**config.mk**
```make
export PLATFORM = sky130hd
export DESIGN_NAME = hgf_mulr
export DESIGN_NICKNAME = d
export VERILOG_FILES = /design/src/rtl/core/hgf_mulr.sv
export SDC_FILE = /design/constraint.sdc
export NUM_CORES = 2
export LEC_CHECK = 0
export BUFFER_PORTS_ARGS = -buffer_cell sky130_fd_sc_hd__buf_2
export CORE_MARGIN = 2
export CORE_UTILIZATION = 40
export CTS_CLUSTER_SIZE = 40
export DETAILED_ROUTE_END_ITERATION = 6
export PLACE_DENSITY = 0.62
export SLEW_MARGIN = 30
export SYNTH_ARGS = -nofsm -noshare
export SYNTH_HDL_FRONTEND = slang
export SYNTH_SLANG_ARGS = --single-unit
```
**constraint.sdc**
```tcl
create_clock -name i_clk -period 10 [get_ports i_clk]
set_input_delay 1 -clock i_clk [delete_from_list [all_inputs] [get_ports i_clk]]
set_output_delay 1 -clock i_clk [all_outputs]
set_load 0.02 [all_outputs]
```
**src/rtl/core/hgf_mulr.sv**
```systemverilog
// Two-stage unsigned multiplier from four partial products, rounded right shift.
`timescale 1ns / 1ps

module hgf_mulr #(
    parameter int A_W   = 41,
    parameter int B_W   = 41,
    parameter int SHIFT = 40,
    parameter int OUT_W = A_W + B_W - SHIFT
) (
    input  logic             i_clk,
    input  logic             i_en,
    input  logic [A_W-1:0]   i_a,
    input  logic [B_W-1:0]   i_b,
    output logic [OUT_W-1:0] o_p
);

    localparam int AL    = (A_W + 1) / 2;
    localparam int AH    = A_W - AL;
    localparam int BL    = (B_W + 1) / 2;
    localparam int BH    = B_W - BL;
    localparam int SUM_W = A_W + B_W;

    logic [AH+BH-1:0] r_hh;
    logic [AH+BL-1:0] r_hl;
    logic [AL+BH-1:0] r_lh;
    logic [AL+BL-1:0] r_ll;
    logic [SUM_W-1:0] r_sum;
    logic [SUM_W-1:0] n_sum;

    always_ff @(posedge i_clk) begin
        if (i_en) begin
            r_hh <= i_a[A_W-1:AL] * i_b[B_W-1:BL];
            r_hl <= (AH+BL)'(i_a[A_W-1:AL]) * (AH+BL)'(i_b[BL-1:0]);
            r_lh <= (AL+BH)'(i_a[AL-1:0]) * (AL+BH)'(i_b[B_W-1:BL]);
            r_ll <= (AL+BL)'(i_a[AL-1:0]) * (AL+BL)'(i_b[BL-1:0]);
        end
    end

    // sum partials, add half an LSB of the result
    assign n_sum = (SUM_W'(r_hh) << (AL + BL)) + (SUM_W'(r_hl) << AL)
                 + (SUM_W'(r_lh) << BL) + SUM_W'(r_ll)
                 + (SUM_W'(1) << (SHIFT - 1));

    always_ff @(posedge i_clk) begin
        if (i_en) begin
            r_sum <= n_sum;
        end
    end

    assign o_p = r_sum[SHIFT +: OUT_W];

endmodule

```
==> impl_metrics.json <==
{
  "final_max_slew_viol_count": 0,
  "synth_top_family_by_area": "adder cells",
  "cp_slowest_cell": "fa_1",
  "clkTransAtPathRegs_ns": 0.09,
  "crit_fanout": 21,
  "overflow": 0,
  "drive_gt1_share_pct": 3.858,
  "drt_iter0_drc": 2677,
  "die_h_um": 404.2,
  "hold_buffers": 0,
  "root_buffer": "clkbuf_16",
  "yosys.area_share.simple_pct": 16.19,
  "hold_viol_final": 0,
  "synth_xor_xnor_area_share_pct": 2.406,
  "synthAdderAreaFrac_pct": 56.84,
  "vias": 45640,
  "worst_pin_slew_ns": 1.039,
  "synth.area.mux_share_pct": 0,
  "path_class": "in -> reg",
  "track_usage_pct": 22.19,
  "min_period_ns": 8.175,
  "finalSetupTns_ns": 0,
  "synthToLayoutAreaGrowth_pct": 5.145,
  "first_global_vias": 49124,
  "drc_errors": 2,
  "die_area_um2": 163400,
  "hp-class": "reg -> reg",
  "cts_made_buffers": 17,
  "clock.fmax_mhz": 122.3,
  "io-pin-count": 126,
  "start_kind": "primary input",
  "synth_fp_nets": 8997,
  "synth.distinct_cells": 75,
  "numPortBuffers": 125,
  "synth_area_um2": 64080,
  "slowest_delay_ns": 0.54,
  "syn_inst": 6838,
  "outcome": "finished with violations",
  "antenna_found_initial": 19,
  "coreArea_um2": 158700,
  "async_flop_share_pct": 0,
  "setup_viol": 0,
  "postRouteAntennaNets": 0,
  "drt-total-wl_um": 175500,
  "htree_levels": 4,
  "critPathMostFrequentCell": "fa_1",
  "cp.arrival_ns": 8.44,
  "die_w_um": 404.2,
  "routed_via_density": 5.174,
  "cts_resized": 0,
  "post-dp-hpwl_um": 137100,
  "rsz0062_at_grt": "false",
  "critPathTopFamily": "adder cells",
  "clock_path_buffers": 2,
  "dr.pass1.iters": 7,
  "grt_max_degree": 70,
  "worst-endpoint-required_ns": 10.27,
  "routedWlPerCell_um": 19.90,
  "synth_edf_count": 185,
  "ys_warn_count": 0,
  "num_rows": 146,
  "finClkSkew_ns": 0.02959,
  "fin_crit_sh_pct": 81.75,
  "max-slew-margin-rel_pct": 30.71,
  "maxCapViolations": 0,
  "ys_ff_latch": 185,
  "critPathCaptureType": "flip-flop",
  "tritoncts": "done",
  "fill_cells": 15375,
  "ys_seq_area_share_pct": 8.670,
  "syn_area_per_cell_um2": 9.371,
  "synth_compound_area_share_pct": 4.884,
  "violations": "DRC",
  "path_buf_inv": 8,
  "final_nets": 8886,
  "synth_ff_type": "edfxtp_1",
  "numClockSinks": 185,
  "post-cts-setup-buffers": 0,
  "gp_congestion": 0.8930,
  "grt_pass1_wl_um": 279500,
  "insertion_delay_ns": 0.53,
  "initial_utilization_pct": 40.36
}
-- cell usage after synthesis, types with 6 or more instances --
library cell	number	area share, %
a211oi_1	24	0.28
a21o_1	92	1.1
a21oi_1	144	1.1
a31oi_1	16	0.16
and2_1	912	8.9
and3_1	14	0.14
clkbuf_1	335	2.0
edfxtp_1	185	8.7
fa_1	1393	44
ha_1	682	13
inv_1	1545	9.1
nand2_1	874	5.1
nand2b_1	9	0.088
nand3_1	51	0.40
nand4_1	24	0.23
nor2_1	88	0.52
nor2b_1	24	0.23
nor3_1	15	0.12
o211ai_1	13	0.15
o21a_1	23	0.27
o21ai_0	68	0.53
o21ai_1	11	0.086
o21bai_1	19	0.22
or3_1	6	0.059
xnor2_1	109	1.5
xor2_1	67	0.92
-- metal layers --
metal  part of all wire, %  global-route usage [%]  wire length (um)
met5                 0.031                       0                54
met4                   4.0                   8.006              6948
met3                   5.8                   2.577             10100
met2                    49                   37.78             86260
met1                    41                   29.12             72160
-- worst paths after layout --
| check | cells after the start | slack [ns] | startpoint | end |
|---|---|---|---|---|
| max | 27 | 1.83 | i_b[24] | r_hh[32] |
| min reg2reg | 1 | 0.60 | r_hh[25] | r_sum[67] |
| min | 1 | 0.60 | r_hh[25] | r_sum[67] |
| max reg2reg | 13 | 5.29 | r_hl[17] | r_sum[62] |
-- flip-flops by register name, summed over array words and instances (netlist names) --
name,cells
r_ll,21
r_sum,42
r_hl,41
r_lh,41
r_hh,40
-- metrics by stage --
step / utilization, % / area (um2) / instances / hold WS [ns] / worst slack, ns
after global routing: 42.43 / 67360 / 8816 / 0.6235 / 1.514
after detailed placement: 41.99 / 66660 / 8778 / 0.5676 / 1.357
after CTS: 42.39 / 67290 / 8810 / 0.6006 / 1.914
final: 42.44 / 67370 / 8821 / 0.5958 / 1.825
after floorplan: - / 64080 / 6838 / 0.5269 / 2.604
after global placement: 41.98 / 66640 / 8778 / 0.5796 / 1.551
-- cell type report --
class	count	area, um2	share of cell area (%)
multi-input cells	4773	51460	76.39
inverters	1545	5799	8.608
flip-flops and latches	185	5555	8.246
well taps	2072	2592	3.848
repair buffers	205	1310	1.944
clock buffers	17	425.4	0.6314
clock inverters	15	203.9	0.3027
diodes	9	22.52	0.03343
-- worst register-to-register path: stages, from the launching register on --
cell and delay [ns]:
edfxtp_1 0.47, fa_1 0.47, fa_1 0.48, ha_1 0.37, nand3_1 0.15, nor4_1 0.36, nand2_1 0.08, o21ai_0 0.63
nand4b_1 0.23, nand3_1 0.21, nor2b_1 0.25, o41ai_2 0.47, a21oi_1 0.16, xnor2_1 0.14
-- kinds of logic after synthesis --
kind of cell    Yosys count
fa+ha+maj              2075
simple gates           2046
buf+inv                1880
compound gates          476
flops                   185
xor+xnor                176
-- cell usage in the layout, fill, tap and decap left out, types with 5 or more instances in the layout --
cell type  instances
nor2_1            88
buf_2            115
clkbuf_16         17
fa_1            1393
a21oi_1          144
buf_4             86
and3_1            14
and4_1             5
o21a_1            23
o211ai_1          13
xor2_1            67
o21ai_1           11
o31a_1             5
a211oi_1          24
edfxtp_1         185
a31oi_1           16
o21ai_0           68
a21o_1            92
inv_12             5
diode_2            9
o21bai_1          19
xnor2_1          109
inv_1           1545
nand3_1           51
nand2b_1           9
nor3_1            15
nor2b_1           24
or3_1              6
and2_1           912
nand2_1          874
nand4_1           24
a221oi_1           5
ha_1             682
Power is not shown: default switching activity piles up to over one toggle a cycle in this logic, so the estimate is an artifact.
